[src/design/maze_pkg.sv]
// Package for the maze carver: grid constants, item codes, cell type and helpers.
package maze_pkg;

    localparam int GRID_W = 16;
    localparam int GRID_H = 16;
    localparam int NCELLS = GRID_W * GRID_H;
    localparam int X_W    = $clog2(GRID_W);
    localparam int Y_W    = $clog2(GRID_H);
    localparam int CELL_W = $clog2(NCELLS);
    localparam int CNT_W  = $clog2(NCELLS + 1);
    localparam int RND_W  = 16;
    localparam int POS_W  = 4;

    typedef enum logic [1:0] {
        EV_CARVE    = 2'd0,
        EV_ENTRANCE = 2'd1,
        EV_EXIT     = 2'd2,
        EV_IDLE     = 2'd3
    } event_t;

    typedef enum logic [1:0] {
        SIDE_LEFT   = 2'd0,
        SIDE_TOP    = 2'd1,
        SIDE_RIGHT  = 2'd2,
        SIDE_BOTTOM = 2'd3
    } side_t;

    typedef enum logic {
        KIND_START   = 1'b0,
        KIND_ADVANCE = 1'b1
    } kind_t;

    typedef enum logic [2:0] {
        ST_IDLE,
        ST_CLEAR,
        ST_FETCH,
        ST_SCAN,
        ST_PICK,
        ST_EMIT
    } state_t;

    typedef struct packed {
        logic [Y_W-1:0] y;
        logic [X_W-1:0] x;
    } cell_t;

    // Neighbours are examined left, right, up, down.
    function automatic side_t scan_side(input logic [1:0] k);
        side_t s;
        case (k)
            2'd0:    s = SIDE_LEFT;
            2'd1:    s = SIDE_RIGHT;
            2'd2:    s = SIDE_TOP;
            default: s = SIDE_BOTTOM;
        endcase
        return s;
    endfunction

    function automatic logic in_grid(input cell_t c, input side_t s);
        logic ok;
        case (s)
            SIDE_LEFT:  ok = (c.x != '0);
            SIDE_RIGHT: ok = (c.x != X_W'(GRID_W - 1));
            SIDE_TOP:   ok = (c.y != Y_W'(GRID_H - 1));
            default:    ok = (c.y != '0);
        endcase
        return ok;
    endfunction

    // Up is y+1 and removes the top wall; down is y-1 and removes the bottom wall.
    function automatic cell_t step_cell(input cell_t c, input side_t s);
        cell_t n;
        n = c;
        case (s)
            SIDE_LEFT:  n.x = c.x - X_W'(1);
            SIDE_RIGHT: n.x = c.x + X_W'(1);
            SIDE_TOP:   n.y = c.y + Y_W'(1);
            default:    n.y = c.y - Y_W'(1);
        endcase
        return n;
    endfunction

    function automatic logic [CELL_W-1:0] cell_addr(input cell_t c);
        return CELL_W'(c.y) * CELL_W'(GRID_W) + CELL_W'(c.x);
    endfunction

    // Since 4 is 1 modulo 3, the base-4 digit sum keeps the residue; fold it twice.
    function automatic logic [1:0] mod3_u16(input logic [RND_W-1:0] v);
        logic [4:0] s;
        logic [3:0] f1;
        logic [2:0] f2;
        logic [1:0] r;
        s = '0;
        for (int i = 0; i < RND_W / 2; i++)
        begin
            s = s + 5'(v[2*i +: 2]);
        end
        f1 = 4'(s[4:2]) + 4'(s[1:0]);
        f2 = 3'(f1[3:2]) + 3'(f1[1:0]);
        if (f2 >= 3'd3)
        begin
            f2 = f2 - 3'd3;
        end
        r = f2[1:0];
        return r;
    endfunction

endpackage

[src/design/maze_ifs.sv]
// Handshake channels of the maze carver: the command item and the result item.
interface maze_cmd_if;
    import maze_pkg::*;
    logic             valid;
    logic             ready;
    logic             kind;
    logic [RND_W-1:0] random_value;

    modport source (output valid, output kind, output random_value, input ready);
    modport sink   (input valid, input kind, input random_value, output ready);
endinterface

interface maze_res_if;
    import maze_pkg::*;
    logic             valid;
    logic             ready;
    event_t           event_res;
    logic [POS_W-1:0] cell_x;
    logic [POS_W-1:0] cell_y;
    side_t            side;

    modport source (output valid, output event_res, output cell_x, output cell_y,
                    output side, input ready);
    modport sink   (input valid, input event_res, input cell_x, input cell_y,
                    input side, output ready);
endinterface

[src/design/maze_carver_unit.sv]
// Maze carver top level: depth-first carving sequencer with its cell stack and visited map.
//
// Each command item yields exactly one result item. A start item passes through the
// accepting step, a clearing pass that writes one entry of the visited map per cycle
// (marking cell (0,0) on the way), and the emit step. An advance item that finds the
// stack empty passes through the accepting, fetch and emit steps; otherwise every stack
// cell examined (the cells popped plus the one that is carved from) costs one stack read,
// a scan in which a single neighbour checker issues four visited-map reads and tests each
// registered answer, and one step to pick or pop. The emit step waits while the output
// register still holds a result that has not been taken. The block takes no command
// while an item is in progress; a finished result waits in the output register without
// holding up the next command. The visited map holds no defined contents until the first
// start, which is harmless because the block only reports idle before then.
module maze_carver_unit
    import maze_pkg::*;
(
    input  logic       clk,
    input  logic       rst_n,
    maze_cmd_if.sink   cmd,
    maze_res_if.source res
);

    state_t                 state_reg, state_next;
    logic [CNT_W-1:0]       count_reg, count_next;
    logic                   exit_rep_reg, exit_rep_next;
    logic                   out_valid_reg, out_valid_next;

    logic [RND_W-1:0]       rnd_reg, rnd_next;
    logic [1:0]             mod3_reg, mod3_next;
    logic [2:0]             scan_reg, scan_next;
    logic [2:0]             cand_cnt_reg, cand_cnt_next;
    side_t                  cand_side_reg [4];
    side_t                  cand_side_next [4];
    logic [CELL_W-1:0]      clr_reg, clr_next;
    logic                   look_ok_reg, look_ok_next;
    side_t                  look_side_reg, look_side_next;
    event_t                 res_event_reg, res_event_next;
    logic [POS_W-1:0]       res_x_reg, res_x_next;
    logic [POS_W-1:0]       res_y_reg, res_y_next;
    side_t                  res_side_reg, res_side_next;
    event_t                 out_event_reg, out_event_next;
    logic [POS_W-1:0]       out_x_reg, out_x_next;
    logic [POS_W-1:0]       out_y_reg, out_y_next;
    side_t                  out_side_reg, out_side_next;

    cell_t                  stack_reg [NCELLS];
    cell_t                  stack_rd_reg;
    logic                   stack_we;
    logic [CELL_W-1:0]      stack_wa;
    cell_t                  stack_wd;
    logic                   stack_re;
    logic [CELL_W-1:0]      stack_ra;

    logic                   vis_mem [NCELLS];
    logic                   vis_rd_reg;
    logic                   vis_we;
    logic [CELL_W-1:0]      vis_wa;
    logic                   vis_wd;
    logic                   vis_re;
    logic [CELL_W-1:0]      vis_ra;

    side_t                  scan_s;
    cell_t                  scan_nb;
    logic [1:0]             pick_idx;
    side_t                  pick_s;
    cell_t                  pick_nb;
    logic [CNT_W-1:0]       count_dec;

    assign cmd.ready     = (state_reg == ST_IDLE);
    assign res.valid     = out_valid_reg;
    assign res.event_res = out_event_reg;
    assign res.cell_x    = out_x_reg;
    assign res.cell_y    = out_y_reg;
    assign res.side      = out_side_reg;

    // Cell stack: one write port, one registered read port.
    always_ff @(posedge clk)
    begin
        if (stack_we)
        begin
            stack_reg[stack_wa] <= stack_wd;
        end
        if (stack_re)
        begin
            stack_rd_reg <= stack_reg[stack_ra];
        end
    end

    // Visited map: one write port, one registered read port.
    always_ff @(posedge clk)
    begin
        if (vis_we)
        begin
            vis_mem[vis_wa] <= vis_wd;
        end
        if (vis_re)
        begin
            vis_rd_reg <= vis_mem[vis_ra];
        end
    end

    always_ff @(posedge clk or negedge rst_n)
    begin
        if (!rst_n)
        begin
            state_reg     <= ST_IDLE;
            count_reg     <= '0;
            exit_rep_reg  <= 1'b1;
            out_valid_reg <= 1'b0;
        end
        else
        begin
            state_reg     <= state_next;
            count_reg     <= count_next;
            exit_rep_reg  <= exit_rep_next;
            out_valid_reg <= out_valid_next;
        end
    end

    always_ff @(posedge clk)
    begin
        rnd_reg       <= rnd_next;
        mod3_reg      <= mod3_next;
        scan_reg      <= scan_next;
        cand_cnt_reg  <= cand_cnt_next;
        cand_side_reg <= cand_side_next;
        clr_reg       <= clr_next;
        look_ok_reg   <= look_ok_next;
        look_side_reg <= look_side_next;
        res_event_reg <= res_event_next;
        res_x_reg     <= res_x_next;
        res_y_reg     <= res_y_next;
        res_side_reg  <= res_side_next;
        out_event_reg <= out_event_next;
        out_x_reg     <= out_x_next;
        out_y_reg     <= out_y_next;
        out_side_reg  <= out_side_next;
    end

    // The shared neighbour checker: one neighbour of the top cell per cycle.
    assign scan_s  = scan_side(scan_reg[1:0]);
    assign scan_nb = step_cell(stack_rd_reg, scan_s);

    always_comb
    begin
        case (cand_cnt_reg)
            3'd1:    pick_idx = 2'd0;
            3'd2:    pick_idx = {1'b0, rnd_reg[0]};
            3'd3:    pick_idx = mod3_reg;
            default: pick_idx = rnd_reg[1:0];
        endcase
    end

    assign pick_s    = cand_side_reg[pick_idx];
    assign pick_nb   = step_cell(stack_rd_reg, pick_s);
    assign count_dec = count_reg - CNT_W'(1);

    always_comb
    begin
        state_next     = state_reg;
        count_next     = count_reg;
        exit_rep_next  = exit_rep_reg;
        out_valid_next = out_valid_reg;
        rnd_next       = rnd_reg;
        mod3_next      = mod3_reg;
        scan_next      = scan_reg;
        cand_cnt_next  = cand_cnt_reg;
        cand_side_next = cand_side_reg;
        clr_next       = clr_reg;
        look_ok_next   = look_ok_reg;
        look_side_next = look_side_reg;
        res_event_next = res_event_reg;
        res_x_next     = res_x_reg;
        res_y_next     = res_y_reg;
        res_side_next  = res_side_reg;
        out_event_next = out_event_reg;
        out_x_next     = out_x_reg;
        out_y_next     = out_y_reg;
        out_side_next  = out_side_reg;
        stack_we       = 1'b0;
        stack_wa       = '0;
        stack_wd       = '0;
        stack_re       = 1'b0;
        stack_ra       = '0;
        vis_we         = 1'b0;
        vis_wa         = '0;
        vis_wd         = 1'b0;
        vis_re         = 1'b0;
        vis_ra         = '0;

        if (res.ready)
        begin
            out_valid_next = 1'b0;
        end

        case (state_reg)
            ST_IDLE:
            begin
                if (cmd.valid)
                begin
                    if (cmd.kind == KIND_START)
                    begin
                        stack_we        = 1'b1;
                        stack_wa        = '0;
                        stack_wd        = '0;
                        count_next      = CNT_W'(1);
                        exit_rep_next   = 1'b0;
                        res_event_next  = EV_ENTRANCE;
                        res_x_next      = '0;
                        res_y_next      = '0;
                        res_side_next   = SIDE_BOTTOM;
                        clr_next        = '0;
                        state_next      = ST_CLEAR;
                    end
                    else
                    begin
                        rnd_next   = cmd.random_value;
                        mod3_next  = mod3_u16(cmd.random_value);
                        state_next = ST_FETCH;
                    end
                end
            end

            // Clears the visited map one entry per cycle; cell (0,0) is left visited.
            ST_CLEAR:
            begin
                vis_we   = 1'b1;
                vis_wa   = clr_reg;
                vis_wd   = (clr_reg == '0);
                clr_next = clr_reg + CELL_W'(1);
                if (clr_reg == CELL_W'(NCELLS - 1))
                begin
                    state_next = ST_EMIT;
                end
            end

            ST_FETCH:
            begin
                if (count_reg == '0)
                begin
                    res_event_next = exit_rep_reg ? EV_IDLE : EV_EXIT;
                    res_x_next     = exit_rep_reg ? '0 : POS_W'(GRID_W - 1);
                    res_y_next     = exit_rep_reg ? '0 : POS_W'(GRID_H - 1);
                    res_side_next  = exit_rep_reg ? SIDE_LEFT : SIDE_TOP;
                    exit_rep_next  = 1'b1;
                    state_next     = ST_EMIT;
                end
                else
                begin
                    stack_re      = 1'b1;
                    stack_ra      = count_dec[CELL_W-1:0];
                    scan_next     = '0;
                    cand_cnt_next = '0;
                    state_next    = ST_SCAN;
                end
            end

            // Each step issues the read for one neighbour and tests the answer to the
            // read issued in the step before.
            ST_SCAN:
            begin
                if (scan_reg != 3'd0 && look_ok_reg && !vis_rd_reg)
                begin
                    cand_side_next[cand_cnt_reg[1:0]] = look_side_reg;
                    cand_cnt_next = cand_cnt_reg + 3'd1;
                end
                if (scan_reg == 3'd4)
                begin
                    state_next = ST_PICK;
                end
                else
                begin
                    vis_re         = 1'b1;
                    vis_ra         = cell_addr(scan_nb);
                    look_ok_next   = in_grid(stack_rd_reg, scan_s);
                    look_side_next = scan_s;
                    scan_next      = scan_reg + 3'd1;
                end
            end

            ST_PICK:
            begin
                if (cand_cnt_reg == '0)
                begin
                    count_next = count_dec;
                    state_next = ST_FETCH;
                end
                else
                begin
                    vis_we = 1'b1;
                    vis_wa = cell_addr(pick_nb);
                    vis_wd = 1'b1;
                    if (count_reg < CNT_W'(NCELLS))
                    begin
                        stack_we   = 1'b1;
                        stack_wa   = count_reg[CELL_W-1:0];
                        stack_wd   = pick_nb;
                        count_next = count_reg + CNT_W'(1);
                    end
                    res_event_next = EV_CARVE;
                    res_x_next     = POS_W'(stack_rd_reg.x);
                    res_y_next     = POS_W'(stack_rd_reg.y);
                    res_side_next  = pick_s;
                    state_next     = ST_EMIT;
                end
            end

            ST_EMIT:
            begin
                if (!out_valid_reg || res.ready)
                begin
                    out_valid_next = 1'b1;
                    out_event_next = res_event_reg;
                    out_x_next     = res_x_reg;
                    out_y_next     = res_y_reg;
                    out_side_next  = res_side_reg;
                    state_next     = ST_IDLE;
                end
            end

            default:
            begin
                state_next = ST_IDLE;
            end
        endcase
    end

`ifndef ASSERT_OFF
    a_accept_leaves_idle: assert property (@(posedge clk) disable iff (!rst_n)
        (cmd.valid && cmd.ready) |=> (state_reg != ST_IDLE))
        else $error("command item accepted but sequencer stayed idle");

    a_count_bound: assert property (@(posedge clk) disable iff (!rst_n)
        count_reg <= CNT_W'(NCELLS))
        else $error("stack count beyond the number of cells");

    a_clear_to_emit: assert property (@(posedge clk) disable iff (!rst_n)
        (state_reg == ST_CLEAR && clr_reg == CELL_W'(NCELLS - 1)) |=> (state_reg == ST_EMIT))
        else $error("clearing pass did not end in the emit step");

    a_carve_pushes: assert property (@(posedge clk) disable iff (!rst_n)
        (state_reg == ST_PICK && cand_cnt_reg != '0 && count_reg < CNT_W'(NCELLS))
        |=> (count_reg == $past(count_reg) + CNT_W'(1)))
        else $error("carved cell was not pushed onto the stack");

    a_scan_to_pick: assert property (@(posedge clk) disable iff (!rst_n)
        (state_reg == ST_SCAN && scan_reg == 3'd4) |=> (state_reg == ST_PICK))
        else $error("neighbour scan did not end in the pick step");
`endif

endmodule

[src/flat_wrapper.sv]
// flat-port wrapper written by rule: the top's interface ports become plain ports
module maze_carver_unit_flat import maze_pkg::*;
  (clk, rst_n, cmd_valid, cmd_kind, cmd_random_value, cmd_ready, res_valid, res_event_res, res_cell_x, res_cell_y, res_side, res_ready);
  maze_cmd_if cmd_i ();
  maze_res_if res_i ();
  input  logic clk;
  input  logic rst_n;
  input wire logic [$bits(cmd_i.valid)-1:0] cmd_valid;
  input wire logic [$bits(cmd_i.kind)-1:0] cmd_kind;
  input wire logic [$bits(cmd_i.random_value)-1:0] cmd_random_value;
  output wire logic [$bits(cmd_i.ready)-1:0] cmd_ready;
  output wire logic [$bits(res_i.valid)-1:0] res_valid;
  output wire logic [$bits(res_i.event_res)-1:0] res_event_res;
  output wire logic [$bits(res_i.cell_x)-1:0] res_cell_x;
  output wire logic [$bits(res_i.cell_y)-1:0] res_cell_y;
  output wire logic [$bits(res_i.side)-1:0] res_side;
  input wire logic [$bits(res_i.ready)-1:0] res_ready;
  assign cmd_i.valid = cmd_valid;
  assign cmd_i.kind = cmd_kind;
  assign cmd_i.random_value = cmd_random_value;
  assign cmd_ready = cmd_i.ready;
  assign res_valid = res_i.valid;
  assign res_event_res = res_i.event_res;
  assign res_cell_x = res_i.cell_x;
  assign res_cell_y = res_i.cell_y;
  assign res_side = res_i.side;
  assign res_i.ready = res_ready;
  maze_carver_unit u_core (.clk(clk), .rst_n(rst_n), .cmd(cmd_i), .res(res_i));
endmodule
[config.mk]
export PLATFORM = sky130hd
export DESIGN_NAME = maze_carver_unit_flat
export DESIGN_NICKNAME = d
export VERILOG_FILES = /design/src/design/maze_pkg.sv /design/src/design/maze_ifs.sv /design/src/design/maze_carver_unit.sv /design/src/flat_wrapper.sv
export SDC_FILE = /design/constraint.sdc
export NUM_CORES = 2
export LEC_CHECK = 0
export ABC_AREA = 1
export BUFFER_PORTS_ARGS = -buffer_cell sky130_fd_sc_hd__buf_2
export CORE_MARGIN = 2
export CORE_UTILIZATION = 41
export CTS_CLUSTER_SIZE = 12
export DETAILED_ROUTE_END_ITERATION = 8
export GPL_TIMING_DRIVEN = 0
export PLACE_DENSITY_LB_ADDON = 0.08
export SYNTH_ARGS = -nofsm -noshare
export SYNTH_HDL_FRONTEND = slang
export SYNTH_SLANG_ARGS = --single-unit
[constraint.sdc]
create_clock -name clk -period 19.75 [get_ports clk]
set_clock_uncertainty 0.2 [all_clocks]
set_input_delay 3.95 -clock clk [delete_from_list [all_inputs] [get_ports clk]]
set_output_delay 3.95 -clock clk [all_outputs]
set_load 0.03 [all_outputs]
[Word-level counts from Yosys, hierarchy flattened]
Memory sizes are Yosys's and may differ from the RTL's. A register that Yosys moved wholly into a read port is not among the register bits.
Cells that the tools add are included.
Storage, ports and cells
  register bits: 67
  bits in latches: 0
  memory bits (writable): 2304
  bits in read-only memories: 0
  bits of input ports: 21
  output and inout bits: 14
  word-level logic and storage cells: 207
  memories kept: 2
Memories
  u_core.stack_reg: depth 256, width 8, rd ports 1, clocked after memory_dff 1, write ports 1, RTL line maze_carver_unit.sv:46  | cell_t stack_reg [NCELLS];
  u_core.vis_mem: depth 256, width 1, rd ports 1, clocked after memory_dff 1, write ports 1, RTL line maze_carver_unit.sv:54  | logic vis_mem [NCELLS];
Cells by class
  add/subtract/negate cells: 21
  multipliers: 0
  divide/modulo/power cells: 0
  $lt $le $gt $ge: 5
  eq/ne operators: 29
  shift operators: 0
  mux-type cells: 90
  bitwise operators: 3
  reduce and logical (&&, ||, !) cells: 34
Operator list (number)
  two-way mux 8 bit: 13
  two-way mux 9 bit: 4
  one-hot mux 4 bit (2 select lines): 4
  one-hot mux 8 bit (2 select lines): 2
  adder 5 x 2 -> 5 bit: 6
  two-way mux 3 bit: 9
  two-way mux 2 bit: 13
  two-way mux 4 bit: 6
  one-hot mux 2 bit (3 select lines): 4
  one-hot mux 4 bit (3 select lines): 2
  two-way mux 1 bit: 21
  one-hot mux 3 bit (6 select lines): 1
  one-hot mux 9 bit (2 select lines): 1
  adder 8 x 4 -> 8 bit: 2
  equality test 3 x 2 -> 1 bit (second input constant): 4
  one-hot mux 3 bit (2 select lines): 2
  AND reduction 3 bit: 4
  AND reduction 4 bit: 3
  != test 2 x 1 -> 1 bit (second input constant): 5
  != test 2 bit (second input constant): 5
  adder 9 x 1 -> 9 bit (second input constant): 1
  equality test 3 bit (second input constant): 3
  zero test 9 bit: 1
  less-than comparator 9 bit (second input constant): 1
  36 further kinds: 65

[Longest topological paths before layout]
  depth in word-level cells: 12
  depth in mapped cells: 22
  mapped depth without buffers: 19

[Worst setup path before layout]
Ideal clock, no wire load.
  path kind: register -> register
  from: register u_core.cand_cnt_reg[0]
  to: memory u_core.stack_reg[0][6] (netlist bit), data pin
  library setup time: 2.098 ns
  arrival: 11.329 ns
  required time: 17.452 ns
  path slack: 6.123 ns
  stages on the path, launching flop included: 13
  path through: edfxtp_1 > ha_1 > ha_1 > a21oi_1 > o21ai_1 > nand2_1 > buf_6 > o21ai_2 > nand2_2 > nand2_4 > a21oi_1 > nand2_1 > nor3_1
RTL lines
  start, declared: RTL line maze_carver_unit.sv:31  | logic [2:0] cand_cnt_reg, cand_cnt_next;
  start signal, assigned: RTL line maze_carver_unit.sv:125  | cand_cnt_reg <= cand_cnt_next;
  end, declared: RTL line maze_carver_unit.sv:46

[Worst setup path in the final report]
  from: register u_core.count_reg[0]
  to: register u_core.stack_rd_reg[4] (netlist name)
Between the ends
  cells in the longest elaborated chain, start to end: 3
Ends and longest elaborated chain
  start, declared: RTL line maze_carver_unit.sv:24  | logic [CNT_W-1:0] count_reg, count_next;
  start signal, assigned: RTL line maze_carver_unit.sv:114  | count_reg <= count_next;
  subtractor 9 x 1 -> 9 bit / zero test 9 bit (equally long branches): RTL line maze_carver_unit.sv:156, maze_carver_unit.sv:239
  two-way mux 8 bit / two-way mux 1 bit (equally long branches): RTL line maze_carver_unit.sv:239  | if (count_reg == '0)
  two-way mux 8 bit / two-way mux 1 bit (equally long branches): RTL line maze_carver_unit.sv:196  | case (state_reg)
Parallel ways exist; a longest one is shown, timed or not.
A chain may end at the register's enable or synchronous reset.

==> flow_metrics.tcl <==
set metrics [dict create \
    grt_pass1_vias 81200 \
    grt.total_usage 0.424 \
    synth_area_sq_um 109000 \
    p_per_area_nw_per_um2 120 \
    grt_remaining_overflow 0 \
    viasPerCell 6.04 \
    dr.pass1.iters 8 \
    wl_per_cell_um 39.4 \
    netlist.area_leader.share 0.650 \
    synth_cell_types 58 \
    fin_setup_tns_ns 0 \
    ys.flop_type "edfxtp_1" \
    portBuffers 34 \
    multi_input_area_sq_um 28300 \
    p_comb_frac 0.280 \
    setup-violations-final 0 \
    cts_buffers 280 \
    drt_iter0_drc 15200 \
    seq_area_frac_synth 0.653 \
    die_h_um 520 \
    num_vias 89800 \
    start_kind "flop" \
    violations "capacitance limit, slew limit" \
    drv_cap 11 \
    tightest_slew_ns 1.68 \
    maxSlewHeadroom -0.118 \
    slew_violations 82 \
    path_max_fanout 11 \
    dp_hpwl_um 436000 \
    grt-busiest-layer "met2" \
    fill_cells 24700 \
    worstPathRequired_ns 20.17 \
    rows 189 \
    seq_power_share 0.387 \
    antenna_left 0 \
    dieArea_sq_um 271000 \
    drive_gt1_frac 0.128 \
    insertion_delay_ns 0.96 \
    initial_core_util 0.412 \
    ir_drop_uv 89.0 \
    synth_edf_count 2366 \
    p_sw_frac 0.372 \
    gp_congestion 1.05 \
    routed_wl_um 585000 \
    synth_nets 10600 \
    placed_area_sq_um 119000 \
    grt_max_degree 50 \
    clk_pin_slew_ns 0.06 \
    synth_most_common_cell "edfxtp_1" \
    hold_class "reg -> reg" \
    p_sw_mw 5.69 \
    die_x_um 520 \
    largest_reg_flops 2048 \
    crit_type "reg -> reg" \
    min_period_ns 9.58 \
    register_area_sq_um 71400 \
    use_met2 0.605 \
    power_mw 15.3 \
    drc 0 \
    antenna_found_initial 56 \
    fmax_ghz 0.104 \
    synthTopCellsByArea "edfxtp_1, nand3_1, inv_1" \
    hold_violations 0 \
    fin_nets 11200 \
    cts_resized 0 \
    hold_buffers 0 \
    timing.hold.ws_ns 0.206 \
    clkPwrFrac 0.333 \
    synth-async-reset-ratio 0.00588 \
    cp.arrival_ns 10.00 \
    outcome "finished with violations" \
    syn_inst 10500 \
    design_area_sq_um 128000 \
    fp.coreArea_sq_um 265000 \
    power.internal_mw 9.62 \
    cts_max_level 5 \
    postCtsSetupBuffers 0 \
    endpoint_kind "flop" \
    pre_cts_slack_ns 10.01 \
    layout_setup_ws_ns 10.17 \
    ys_ff_latch 2380 \
    grt_pass1_wl_um 757000 \
    io_pins 35 \
    cts_tree "done" \
    synth_top_cell_by_area "edfxtp_1" \
    avgSynthCellArea_sq_um 10.4 \
    clockBufferDepth 4 \
    post-route-period-util 0.485 \
    yosysWarningCount 0 \
    netlist_top_cells_count "edfxtp_1, nand3_1, inv_1, nand2_1, nor2_1" \
    cts.sinks 2380 \
    ctsRootBufferMaster "clkbuf_16" \
    p_leak_nw 50.7 \
    area_delta_synth_final_pct 16.8 \
    met3_usage 0.142 \
    rsz0062_at_grt "no" \
    grt_use_met1 0.545 \
]
## stage by stage
| step | instances | utilization |
|---|---|---|
| after CTS | 14800 | 0.481 |
| after global placement | 14100 | 0.430 |
| after global routing | 14800 | 0.481 |
| after floorplan | 10500 | - |
| final | 14900 | 0.482 |
| after detailed placement | 14300 | 0.449 |
## power groups by stage
stage | clock [mW] | sequential (mW) | combinational [mW]
2_1_floorplan | 0 | 6.16 | 1.91
3_3_place_gp | 0 | 6.37 | 3.87
3_5_place_dp | 0 | 6.03 | 4.08
4_1_cts | 5.09 | 5.93 | 4.09
5_1_grt | 5.28 | 5.93 | 4.34
6_report | 5.10 | 5.93 | 4.28
## layout make-up
cell class / instances / share of cell area
timing repair buffer: 293 / 0.0360
clock inverter: 134 / 0.00792
buffer: 722 / 0.0262
multi-input combinational: 5552 / 0.221
inverter: 1863 / 0.0548
sequential: 2380 / 0.559
clock buffer: 360 / 0.0594
tap: 3533 / 0.0346
antenna: 27 / 0.000529
## placed cells by master (no fill, tap or decap), drive strengths merged, types with 2 or more instances in the layout
| master | Yosys | final |
|---|---|---|
| a21oi | 28 | 28 |
| a31oi | 3 | 3 |
| buf | 387 | 680 |
| bufinv | 0 | 13 |
| clkbuf | 335 | 695 |
| clkinv | 3 | 106 |
| clkinvlp | 0 | 6 |
| dfrtp | 13 | 13 |
| diode | 0 | 27 |
| edfxtp | 2366 | 2366 |
| fa | 13 | 13 |
| ha | 30 | 30 |
| inv | 1860 | 1872 |
| nand2 | 1375 | 1375 |
| nand3 | 2035 | 2035 |
| nand3b | 2 | 2 |
| nand4 | 734 | 734 |
| nor2 | 852 | 852 |
| nor3 | 21 | 21 |
| nor4 | 2 | 2 |
| o211ai | 93 | 93 |
| o21ai | 166 | 166 |
| o21bai | 2 | 2 |
| o22ai | 10 | 10 |
| or2 | 158 | 158 |
| xnor2 | 4 | 4 |
| xor2 | 14 | 14 |
## metal layers
| layer | part of all wire | routed length (um) | vias to the layer above |
|---|---|---|---|
| li1 | - | - | 36900 |
| met5 | 0.00022 | 127 | - |
| met1 | 0.38 | 220000 | 44900 |
| met2 | 0.41 | 242000 | 6456 |
| met4 | 0.084 | 49000 | 20 |
| met3 | 0.13 | 74000 | 1489 |
## worst paths after layout
kind	startpoint	to	slack (ns)	cells past startpoint
worst max-delay path	u_core.count_reg[0]$_DFFE_PN0P_	u_core.stack_rd_reg[4]$_DFFE_PP_	10.17	20
worst min-delay path	u_core.res_x_reg[2]$_SDFFCE_PN0P_	u_core.res.cell_x[2]$_DFFE_PP_	0.21	0
worst max register to register	u_core.count_reg[0]$_DFFE_PN0P_	u_core.stack_rd_reg[4]$_DFFE_PP_	10.17	20
worst min register to register	u_core.res_x_reg[2]$_SDFFCE_PN0P_	u_core.res.cell_x[2]$_DFFE_PP_	0.21	0
max in group asynchronous	rst_n	u_core.exit_rep_reg$_DFFE_PN1P_	16.29	1
min in group asynchronous	rst_n	u_core.state_reg[0]$_DFFE_PN0P_	2.73	1
## cells by family after synthesis
logic type,count (synthesis),synth area share
buffers and inverters,2585,0.0945
adders and majority gates,43,0.00581
AOI/OAI and AO/OA,309,0.0176
xor gates and xnor gates,18,0.00144
muxes,1,0.000103
DFF,2380,0.653
and+or+nand+nor,5181,0.228
## worst max-delay path, stage by stage, from the launching register on
cell,delay (ns)
dfrtp_1,0.45
clkinv_1,0.23
clkbuf_1,1.03
clkbuf_1,1.00
clkbuf_1,0.95
ha_1,0.35
nand2_1,0.11
nor2_4,0.17
nand3_2,0.15
buf_6,0.22
nand3_2,0.22
buf_4,0.27
buf_2,0.80
buf_2,0.63
nand3_1,0.28
nand3_1,0.61
nand3_1,0.28
nand3_1,0.43
nand3_1,0.36
nand3_1,0.27
nand2_1,0.21
Power figures use the tool's default switching activity.
